**src/sv/i2cdws_pkg.sv**
```systemverilog
// Package: shared types and constants of the I2C DAC write sequencer.
`default_nettype none
package i2cdws_pkg;

    // Request codes on req_type
    localparam logic [1:0] REQ_TICK  = 2'd0;
    localparam logic [1:0] REQ_RANGE = 2'd1;
    localparam logic [1:0] REQ_DATA  = 2'd2;

    // Configuration register indexes
    localparam logic [1:0] CFG_DEV_ADDR   = 2'd0;
    localparam logic [1:0] CFG_RANGE_REG  = 2'd1;
    localparam logic [1:0] CFG_RANGE_VAL  = 2'd2;
    localparam logic [1:0] CFG_DATA_REG   = 2'd3;

    // Configuration reset values
    localparam logic [7:0] RST_DEV_ADDR  = 8'hb0;
    localparam logic [7:0] RST_RANGE_REG = 8'h01;
    localparam logic [7:0] RST_RANGE_VAL = 8'h77;
    localparam logic [7:0] RST_DATA_REG  = 8'h02;

    // Three ticks per bit: SCL low, high, low
    localparam logic [1:0] PH_LOW0 = 2'd0;
    localparam logic [1:0] PH_HIGH = 2'd1;
    localparam logic [1:0] PH_LOW1 = 2'd2;

    // Bit slot 8 of a byte is the acknowledge
    localparam logic [3:0] ACK_SLOT = 4'd8;

    // Last byte index of each transaction kind
    localparam logic [1:0] LAST_IDX_RANGE = 2'd2;
    localparam logic [1:0] LAST_IDX_DATA  = 2'd3;

    typedef enum logic [1:0] {
        ST_IDLE,
        ST_START,
        ST_BYTE,
        ST_STOP
    } t_state;

    typedef struct packed {
        logic [7:0] dev_addr;
        logic [7:0] range_reg;
        logic [7:0] range_val;
        logic [7:0] data_reg;
    } t_cfg;

    typedef struct packed {
        logic       scl;
        logic       sda_out;
        logic       sda_drive;
        logic       busy;
        logic       done;
        logic [3:0] ack_status;
        logic       rejected;
    } t_res;

endpackage
`default_nettype wire

```
**src/sv/i2cdws_cfg.sv**
```systemverilog
// Configuration register file of the I2C DAC write sequencer.
`default_nettype none
module i2cdws_cfg
    import i2cdws_pkg::*;
(
    input  wire         i_clk,
    input  wire         i_rst_n,
    input  wire         i_wr_en,
    input  wire  [1:0]  i_index,
    input  wire  [7:0]  i_data,
    output t_cfg        o_cfg
);

    t_cfg r_cfg;

    always_ff @(posedge i_clk) begin
        if (!i_rst_n) begin
            r_cfg.dev_addr  <= RST_DEV_ADDR;
            r_cfg.range_reg <= RST_RANGE_REG;
            r_cfg.range_val <= RST_RANGE_VAL;
            r_cfg.data_reg  <= RST_DATA_REG;
        end else if (i_wr_en) begin
            unique case (i_index)
                CFG_DEV_ADDR:  r_cfg.dev_addr  <= i_data;
                CFG_RANGE_REG: r_cfg.range_reg <= i_data;
                CFG_RANGE_VAL: r_cfg.range_val <= i_data;
                CFG_DATA_REG:  r_cfg.data_reg  <= i_data;
                default:       r_cfg.dev_addr  <= r_cfg.dev_addr;
            endcase
        end
    end

    assign o_cfg = r_cfg;

endmodule
`default_nettype wire

```
**src/sv/i2cdws_seq.sv**
```systemverilog
// Bus sequencer: start / byte / stop state machine, bit counters, ack record.
`default_nettype none
module i2cdws_seq
    import i2cdws_pkg::*;
(
    input  wire         i_clk,
    input  wire         i_rst_n,
    input  wire         i_fire,
    input  wire  [1:0]  i_req_type,
    input  wire  [15:0] i_dac_value,
    input  wire         i_sda_in,
    input  wire t_cfg   i_cfg,
    output t_res        o_res
);

    t_state      r_state, n_state, e_state;
    logic [1:0]  r_ph, n_ph;
    logic [3:0]  r_bit, n_bit;
    logic [1:0]  r_idx, n_idx;
    logic        r_data, n_data;
    logic [15:0] r_val, n_val;
    logic [3:0]  r_ack, n_ack;

    logic        w_req;
    logic        w_start;
    logic [1:0]  w_last_idx;
    logic [7:0]  w_byte;
    logic [2:0]  w_bit_sel;

    assign w_req   = (i_req_type == REQ_RANGE) || (i_req_type == REQ_DATA);
    assign w_start = (r_state == ST_IDLE) && w_req;
    assign e_state = w_start ? ST_START : r_state;

    // next state, counters, latched word and ack record
    always_comb begin
        n_state = e_state;
        n_ph    = r_ph;
        n_bit   = r_bit;
        n_idx   = r_idx;
        n_data  = r_data;
        n_val   = r_val;
        n_ack   = r_ack;
        if (w_start) begin
            n_data = (i_req_type == REQ_DATA);
            n_ack  = 4'd0;
            if (i_req_type == REQ_DATA) begin
                n_val = i_dac_value;
            end
        end
        w_last_idx = n_data ? LAST_IDX_DATA : LAST_IDX_RANGE;
        if (e_state != ST_IDLE) begin
            n_ph = (r_ph == PH_LOW1) ? PH_LOW0 : r_ph + 2'd1;
        end
        unique case (e_state)
            ST_IDLE: begin
                n_state = ST_IDLE;
            end
            ST_START: begin
                if (r_ph == PH_LOW1) begin
                    n_state = ST_BYTE;
                    n_bit   = 4'd0;
                    n_idx   = 2'd0;
                end
            end
            ST_BYTE: begin
                if (r_bit == ACK_SLOT && r_ph == PH_HIGH) begin
                    n_ack[r_idx] = i_sda_in;
                end
                if (r_ph == PH_LOW1) begin
                    if (r_bit == ACK_SLOT) begin
                        n_bit = 4'd0;
                        if (r_idx == w_last_idx) begin
                            n_state = ST_STOP;
                        end else begin
                            n_idx = r_idx + 2'd1;
                        end
                    end else begin
                        n_bit = r_bit + 4'd1;
                    end
                end
            end
            ST_STOP: begin
                if (r_ph == PH_LOW1) begin
                    n_state = ST_IDLE;
                end
            end
            default: n_state = ST_IDLE;
        endcase
    end

    // byte on the wire
    always_comb begin
        case (r_idx)
            2'd0:    w_byte = i_cfg.dev_addr;
            2'd1:    w_byte = r_data ? i_cfg.data_reg : i_cfg.range_reg;
            2'd2:    w_byte = r_data ? r_val[7:0] : i_cfg.range_val;
            default: w_byte = r_val[15:8];
        endcase
    end

    assign w_bit_sel = 3'd7 - r_bit[2:0];

    // line levels and status of this tick
    always_comb begin
        o_res.scl        = 1'b0;
        o_res.sda_out    = 1'b1;
        o_res.sda_drive  = 1'b1;
        o_res.busy       = (e_state != ST_IDLE);
        o_res.done       = 1'b0;
        o_res.ack_status = n_ack;
        o_res.rejected   = (r_state != ST_IDLE) && w_req;
        unique case (e_state)
            ST_IDLE: begin
                o_res.scl = 1'b0;
            end
            ST_START: begin
                o_res.scl     = (r_ph != PH_LOW1);
                o_res.sda_out = (r_ph == PH_LOW0);
            end
            ST_BYTE: begin
                o_res.scl = (r_ph == PH_HIGH);
                if (r_bit == ACK_SLOT) begin
                    o_res.sda_out   = 1'b0;
                    o_res.sda_drive = 1'b0;
                end else begin
                    o_res.sda_out = w_byte[w_bit_sel];
                end
            end
            ST_STOP: begin
                o_res.scl     = (r_ph != PH_LOW0);
                o_res.sda_out = (r_ph == PH_LOW1);
                o_res.done    = (r_ph == PH_LOW1);
            end
            default: o_res.scl = 1'b0;
        endcase
    end

    always_ff @(posedge i_clk) begin
        if (!i_rst_n) begin
            r_state <= ST_IDLE;
            r_ph    <= PH_LOW0;
            r_bit   <= 4'd0;
            r_idx   <= 2'd0;
            r_data  <= 1'b0;
            r_val   <= 16'd0;
            r_ack   <= 4'd0;
        end else if (i_fire) begin
            r_state <= n_state;
            r_ph    <= n_ph;
            r_bit   <= n_bit;
            r_idx   <= n_idx;
            r_data  <= n_data;
            r_val   <= n_val;
            r_ack   <= n_ack;
        end
    end

endmodule
`default_nettype wire

```
**src/sv/i2c_dac_write_sequencer.sv**
```systemverilog
// Top level: I2C DAC write sequencer with input and result registers.
// Usage notes:
//  - Each input word is one bus tick (nominally 1 us). req_type selects a
//    plain tick, a range-select start or a data-write start; a start is only
//    taken while idle, otherwise the tick reports rejected and runs on.
//  - Every accepted word yields exactly one result word with the SCL/SDA
//    levels for that tick, busy, done, the ack record and rejected.
//  - Range select: start, 3 bytes, stop = 87 ticks. Data write: start,
//    4 bytes (address, register, value low, value high), stop = 114 ticks.
//  - Ack of each byte is sampled from sda_in on its SCL-high tick; a NACK is
//    recorded in ack_status and the transfer continues.
//  - Path: a word is held in the input register, runs through the sequencer
//    logic and is then held in the result register until it is taken.
//  - Throughput: one word per cycle unless out-stall holds the result; the
//    sequencer state advances once per word, one pass between the registers.
//  - Output stall holds the result register; the input register still takes
//    a word while the result waits, then in-stall rises until it drains.
//  - Config registers (index 0..3) are written via cfg_valid/cfg_ready, ready
//    is always high; write only while no transaction is in flight.
//  - Reset (synchronous, active low) empties both registers, returns the
//    sequencer to idle and loads the config reset values.
`default_nettype none
module i2c_dac_write_sequencer
    import i2cdws_pkg::*;
(
    input  wire         i_clk,
    input  wire         i_rst_n,

    input  wire         i_in_valid,
    output logic        o_in_stall,
    input  wire  [1:0]  i_req_type,
    input  wire  [15:0] i_dac_value,
    input  wire         i_sda_in,

    output logic        o_out_valid,
    input  wire         i_out_stall,
    output logic        o_scl,
    output logic        o_sda_out,
    output logic        o_sda_drive,
    output logic        o_busy_res,
    output logic        o_done_res,
    output logic [3:0]  o_ack_status,
    output logic        o_rejected,

    input  wire         i_cfg_valid,
    output logic        o_cfg_ready,
    input  wire  [1:0]  i_cfg_index,
    input  wire  [7:0]  i_cfg_data
);

    // input register
    logic        r_in_valid;
    logic [1:0]  r_req_type;
    logic [15:0] r_dac_value;
    logic        r_sda_in;

    // result register
    logic        r_out_valid;
    t_res        r_res;

    logic        w_fire;
    logic        w_in_take;
    t_cfg        w_cfg;
    t_res        w_res;

    // process the held word when the result slot is free or draining
    assign w_fire     = r_in_valid && (!r_out_valid || !i_out_stall);
    assign w_in_take  = !r_in_valid || w_fire;
    assign o_in_stall = !w_in_take;
    assign o_cfg_ready = 1'b1;

    i2cdws_cfg u_cfg (
        .i_clk   (i_clk),
        .i_rst_n (i_rst_n),
        .i_wr_en (i_cfg_valid),
        .i_index (i_cfg_index),
        .i_data  (i_cfg_data),
        .o_cfg   (w_cfg)
    );

    i2cdws_seq u_seq (
        .i_clk       (i_clk),
        .i_rst_n     (i_rst_n),
        .i_fire      (w_fire),
        .i_req_type  (r_req_type),
        .i_dac_value (r_dac_value),
        .i_sda_in    (r_sda_in),
        .i_cfg       (w_cfg),
        .o_res       (w_res)
    );

    always_ff @(posedge i_clk) begin
        if (!i_rst_n) begin
            r_in_valid <= 1'b0;
        end else if (w_in_take) begin
            r_in_valid <= i_in_valid;
        end
    end

    always_ff @(posedge i_clk) begin
        if (w_in_take && i_in_valid) begin
            r_req_type  <= i_req_type;
            r_dac_value <= i_dac_value;
            r_sda_in    <= i_sda_in;
        end
    end

    always_ff @(posedge i_clk) begin
        if (!i_rst_n) begin
            r_out_valid <= 1'b0;
        end else if (w_fire) begin
            r_out_valid <= 1'b1;
        end else if (!i_out_stall) begin
            r_out_valid <= 1'b0;
        end
    end

    always_ff @(posedge i_clk) begin
        if (w_fire) begin
            r_res <= w_res;
        end
    end

    assign o_out_valid  = r_out_valid;
    assign o_scl        = r_res.scl;
    assign o_sda_out    = r_res.sda_out;
    assign o_sda_drive  = r_res.sda_drive;
    assign o_busy_res   = r_res.busy;
    assign o_done_res   = r_res.done;
    assign o_ack_status = r_res.ack_status;
    assign o_rejected   = r_res.rejected;

endmodule
`default_nettype wire

```
**config.mk**
```make
export PLATFORM = sky130hd
export DESIGN_NAME = i2c_dac_write_sequencer
export DESIGN_NICKNAME = d
export VERILOG_FILES = /design/src/sv/i2cdws_pkg.sv /design/src/sv/i2cdws_cfg.sv /design/src/sv/i2cdws_seq.sv /design/src/sv/i2c_dac_write_sequencer.sv
export SDC_FILE = /design/constraint.sdc
export NUM_CORES = 1
export LEC_CHECK = 0
export BUFFER_PORTS_ARGS = -buffer_cell sky130_fd_sc_hd__buf_2
export CAP_MARGIN = 20
export CORE_MARGIN = 4
export CORE_UTILIZATION = 43
export DETAILED_ROUTE_END_ITERATION = 7
export RECOVER_POWER = 50
export SYNTH_ARGS = -nofsm -noshare
export SYNTH_HDL_FRONTEND = slang
export SYNTH_SLANG_ARGS = --single-unit
```
**constraint.sdc**
```tcl
create_clock -name i_clk -period 4.15 [get_ports i_clk]
set_input_delay 0.2075 -clock i_clk [delete_from_list [all_inputs] [get_ports i_clk]]
set_output_delay 0.2075 -clock i_clk [all_outputs]
set_load 0.005 [all_outputs]
```
# == Yosys cells after proc, flatten, opt, wreduce, memory -nomap -nowiden ==
# Index checks and enable logic that the tools add are counted.
# op_classes
n_mux,36
magnitude_cmp,3
reduce_logical,30
eq_ne,20
add_sub_neg,4
# op_table
operator,count
$mux W4,6
$pmux W8 S3,1
$mux W2,11
$mux W8,2
$eq A2 B2 Y1 const B,7
$eq A2 B1 Y1 const B,5
$logic_not A2 Y1,5
$reduce_and A2 Y1,5
$mux W1,8
$ne A2 B1 Y1 const B,4
$pmux W2 S4,1
$pmux W4 S2,1
$reduce_bool A2 Y1,4
$logic_and A1 B1 Y1,6
$reduce_and A6 Y1,1
$add A2 B1 Y2 const B,2
$add A4 B1 Y4 const B,1
$bwmux W4,1
$eq A4 B4 Y1 const B,1
$logic_not A1 Y1,4
$lt A3 B4 Y1 const B,1
$ne A2 B2 Y1 const B,2
$pmux W1 S4,1
$pmux W2 S2,1
10 further kinds,12
# word_totals
word_cells,116
regBits,94
input_bits,34
out_inout_bits,13

# == Depth between registers and ports, before layout ==
# logic_depth
ltp_word,10
mapped_depth,8
depth_no_buf,7

# == Cells and area by module ==
# Synthesis repeated with hierarchy kept, for this count alone.
# hier_totals
hier_cells,415
hier_area_um2,4329.2
# modules_own_cells
mod,instances,area_per_inst_um2,seq_area_each_um2,cells_per_inst
i2cdws_seq,1,2098.3,620.6,253
i2cdws_cfg,1,1265.0,640.6,123
i2c_dac_write_sequencer,1,965.9,910.9,39

# == Worst setup path before layout ==
# No wires, ideal clock.
# synth_timing
path_kind,register to register
start,reg u_seq.r_bit[0]
end,"reg r_res (netlist bit o_sda_out), data pin"
required_time_ns,3.970
stages_incl_launch_ff,8
period_less_slack_ns,1.928
setup_time_ns,0.180
n_path_buf,1
t_arrival_ns,1.748
slack_ns,2.222
path_cell_list,dfxtp_1 > clkbuf_1 > inv_1 > ha_1 > nand3b_4 > nand2_1 > a311o_1 > o311ai_1
# synth_lines
item,line_no,source
from (decl),i2cdws_seq.sv:18,"logic [3:0] r_bit, n_bit;"
from (signal assigned),i2cdws_seq.sv:150,r_bit <= n_bit;
to (signal assigned),i2c_dac_write_sequencer.sv:120,r_res <= w_res;
to (decl),i2c_dac_write_sequencer.sv:59,t_res r_res;

# == Final worst setup path ==
# layout_timing
start,reg r_in_valid
end,reg u_seq.r_val[8]
# layout_via
elab_chain_cells,2
# layout_lines
item,line_no,source
from (decl),i2c_dac_write_sequencer.sv:52,logic r_in_valid;
from (signal assigned),i2c_dac_write_sequencer.sv:96,r_in_valid <= i_in_valid;
$logic_and A1 B1 Y1,i2c_dac_write_sequencer.sv:67,assign w_fire = r_in_valid && (!r_out_valid || !i_out_stall);
$reduce_and A3 Y1 (no line),-,
to (signal assigned),i2cdws_seq.sv:153,r_val <= n_val;
to (decl),i2cdws_seq.sv:21,"logic [15:0] r_val, n_val;"
# Every way passes these cells.
# A chain may end at the register's enable or synchronous reset.

==> results.cfg <==
[power_and_ir_drop]
power_mw = 1.69
leakage_nw = 1.68
power_density_nw_per_um2 = 368
vdd_drop_max_mv = 0.203

[worst_setup_path]
arrival_ps = 2980
crit_required_ps = 4350
cp_num_buf_inv = 1
end_kind = flip-flop
cp_slowest_cell = clkbuf_1
reg2reg_from = r_in_valid
critPathMaxFanout = 27
start_kind = flip-flop
r2r-end = u_seq.r_val[8]
slowest_delay_ps = 1000
path_delay_family = buffers and inverters
crit_type = flip-flop to flip-flop
path_cells = a21boi_0 -> clkbuf_1 -> nand3_1 -> nand2_1 -> a21oi_1
reg2reg_slack_ps = 1360
ff2ff_path_depth = 5

[timing]
finClkSkew_ps = 13.8
drv_slew = 0
tns_ps = 0
rsz0062_at_grt = no
fin_crit_ps = 2790
fin_crit_sh_pct = 67.2
slew_headroom_pct = 10.3
fmax_mhz = 359
setup_ws_ps = 1360
tightestPinTransition_ps = 1350
hold_viol_final = 0
setup_viol = 0
worst_hold_slack_ps = 28.0

[route]
drt-total-wl_um = 8790
wl_per_cell_um = 14.7
ant_nets = 0
drc = 0
num_vias = 3116
first_pass_iters = 4
first_iter_violations = 250
vias_per_cell = 5.23

[min_path]
hold_start = i_dac_value[4]
holdPathStages = 1
hold_class = primary input to flip-flop
hold_end = r_dac_value[4]

[synth]
yosysWarnings = 0
syn-num-nets = 470
synth.distinct_cells = 54
synth_area_leaders = dfxtp_1 31%, edfxtp_1 21%, nand2_1 8.8%
async_flop_share_pct = 0
synth-seq-cells = 94
synth_edf_count = 29
synth_ff_type = dfxtp_1
ys_seq_area_share_pct = 52.4
syn_avg_cell_area_sq_um = 9.66
synth_top_cell_by_area = dfxtp_1
synth_top_area_share_pct = 31.4
syn_inst = 429
synth_area_sq_um = 4140

[clock_network]
cts.root.buffer_cell = clkbuf_8
path_clk_slew_ps = 90
ctsResizeCount = 0
postCtsSetupRepairBufs = 0
cts_made_buffers = 9
clock-sinks = 94
cts-htree-levels = 3
postCtsHoldBufs = 0
cts_tree = done
clock_latency_ps = 350
clock_path_buffers = 2

[grt]
gr-total-overflow = 0
grt_pass1_wl_um = 14500
grt_max_degree = 29
grt_pass1_vias = 2978
grt_use_total_pct = 15.9
antenna_found_initial = 0

[finish]
fin_area_sq_um = 4580
antenna_cells = 0
nNetsFinal = 503
syn_to_final_growth_pct = 10.6
drive_above_1_share_pct = 15.0
final_cells = 596
postLayoutCoreUtil_pct = 49.1

[placed_design]
dpl.hpwl_um = 6100
gp_congestion = 0.829
port_buffers = 45
placed_area_sq_um = 4430
dp.cells = 580
dpl_worst_slack_ps = 1920

[die]
die-area_sq_um = 11300
die_y_um = 106
core-area_sq_um = 9330
top_level_ports = 47
rows = 35
start_util_pct = 44.4
dieWidth_um = 106

[run_status]
status = finished clean

[job]
drv_cap = 0
## where the power goes
group | total (mW) | internal (mW) | switching (mW)
logic | 0.123 | 0.0496 | 0.0738
clock network | 0.561 | 0.238 | 0.323
registers | 1.00 | 0.983 | 0.0188
## layout make-up
type,count,area [sq um]
Clock buffer,10,138
Clock inverter,6,43.8
Fill cell,908,4740
Inverter,11,41.3
Multi-Input combinational cell,297,1790
Sequential cell,94,2170
Tap cell,129,161
Timing Repair Buffer,49,233
## synthesized netlist by cell type, types with 6 or more instances
cell      instances
nand3_1          14
mux2_1           10
inv_1            11
mux2i_1          18
nand3b_1          7
ha_1              7
edfxtp_1         29
a21oi_1          39
a221oi_1          8
nand2_1          97
clkbuf_1         18
nor2_1           38
dfxtp_1          65
mux2_2            6
## worst max-delay path by stage
stage	start	to	slack, ps	cells past startpoint
2_1_floorplan	u_seq.r_bit[0]	o_sda_out	2220	7
3_3_place_gp	u_seq.r_data	o_sda_out	1990	5
3_5_place_dp	u_seq.r_data	o_sda_out	1920	5
4_1_cts	r_req_type[0]	u_seq.r_val[8]	1910	6
5_1_grt	r_in_valid	u_seq.r_val[11]	1060	5
6_report	r_in_valid	u_seq.r_val[8]	1360	5
## metal layers
layer	up-vias	share of wire, %	global-route usage [%]
li1	1566	-	-
met5	-	0	0
met4	0	1.6	5.64
met2	80	44	25.0
met3	11	5.8	2.73
met1	1459	49	22.1
## state kept, by name, summed over array words and instances, names as in the netlist, 2 cells and up
name           count
u_cfg.o_cfg       32
o_ack_status       4
u_seq.r_ph         2
u_seq.r_state      2
u_seq.r_bit        4
r_req_type         2
u_seq.r_ack        4
r_dac_value       16
u_seq.r_val       16
u_seq.r_idx        2
## layout by cell type (no fill, tap or decap), types with 4 or more instances in the layout
| cell | Yosys | final |
|---|---|---|
| ha_1 | 7 | 7 |
| nor2_1 | 38 | 38 |
| nand2_1 | 97 | 97 |
| edfxtp_1 | 29 | 29 |
| mux2i_1 | 18 | 18 |
| a311oi_1 | 4 | 4 |
| buf_2 | 4 | 36 |
| a21oi_1 | 39 | 39 |
| inv_1 | 11 | 11 |
| clkbuf_8 | 0 | 10 |
| and3_1 | 4 | 4 |
| dfxtp_1 | 65 | 65 |
| clkbuf_1 | 18 | 12 |
| a22oi_1 | 4 | 4 |
| nand3b_1 | 7 | 7 |
| mux2_2 | 6 | 6 |
| a221oi_1 | 8 | 8 |
| nand3_1 | 14 | 14 |
| mux2_1 | 10 | 10 |
## kinds of logic after synthesis
| family | synth area share (%) |
|---|---|
| and+or+nand+nor | 20.8 |
| DFF | 52.4 |
| AOI/OAI and AO/OA | 11.7 |
| buffers and inverters | 4.20 |
| muxes | 8.70 |
| adders and majority gates | 2.11 |
| other | 0.0905 |
(Power assumes the default switching activity.)
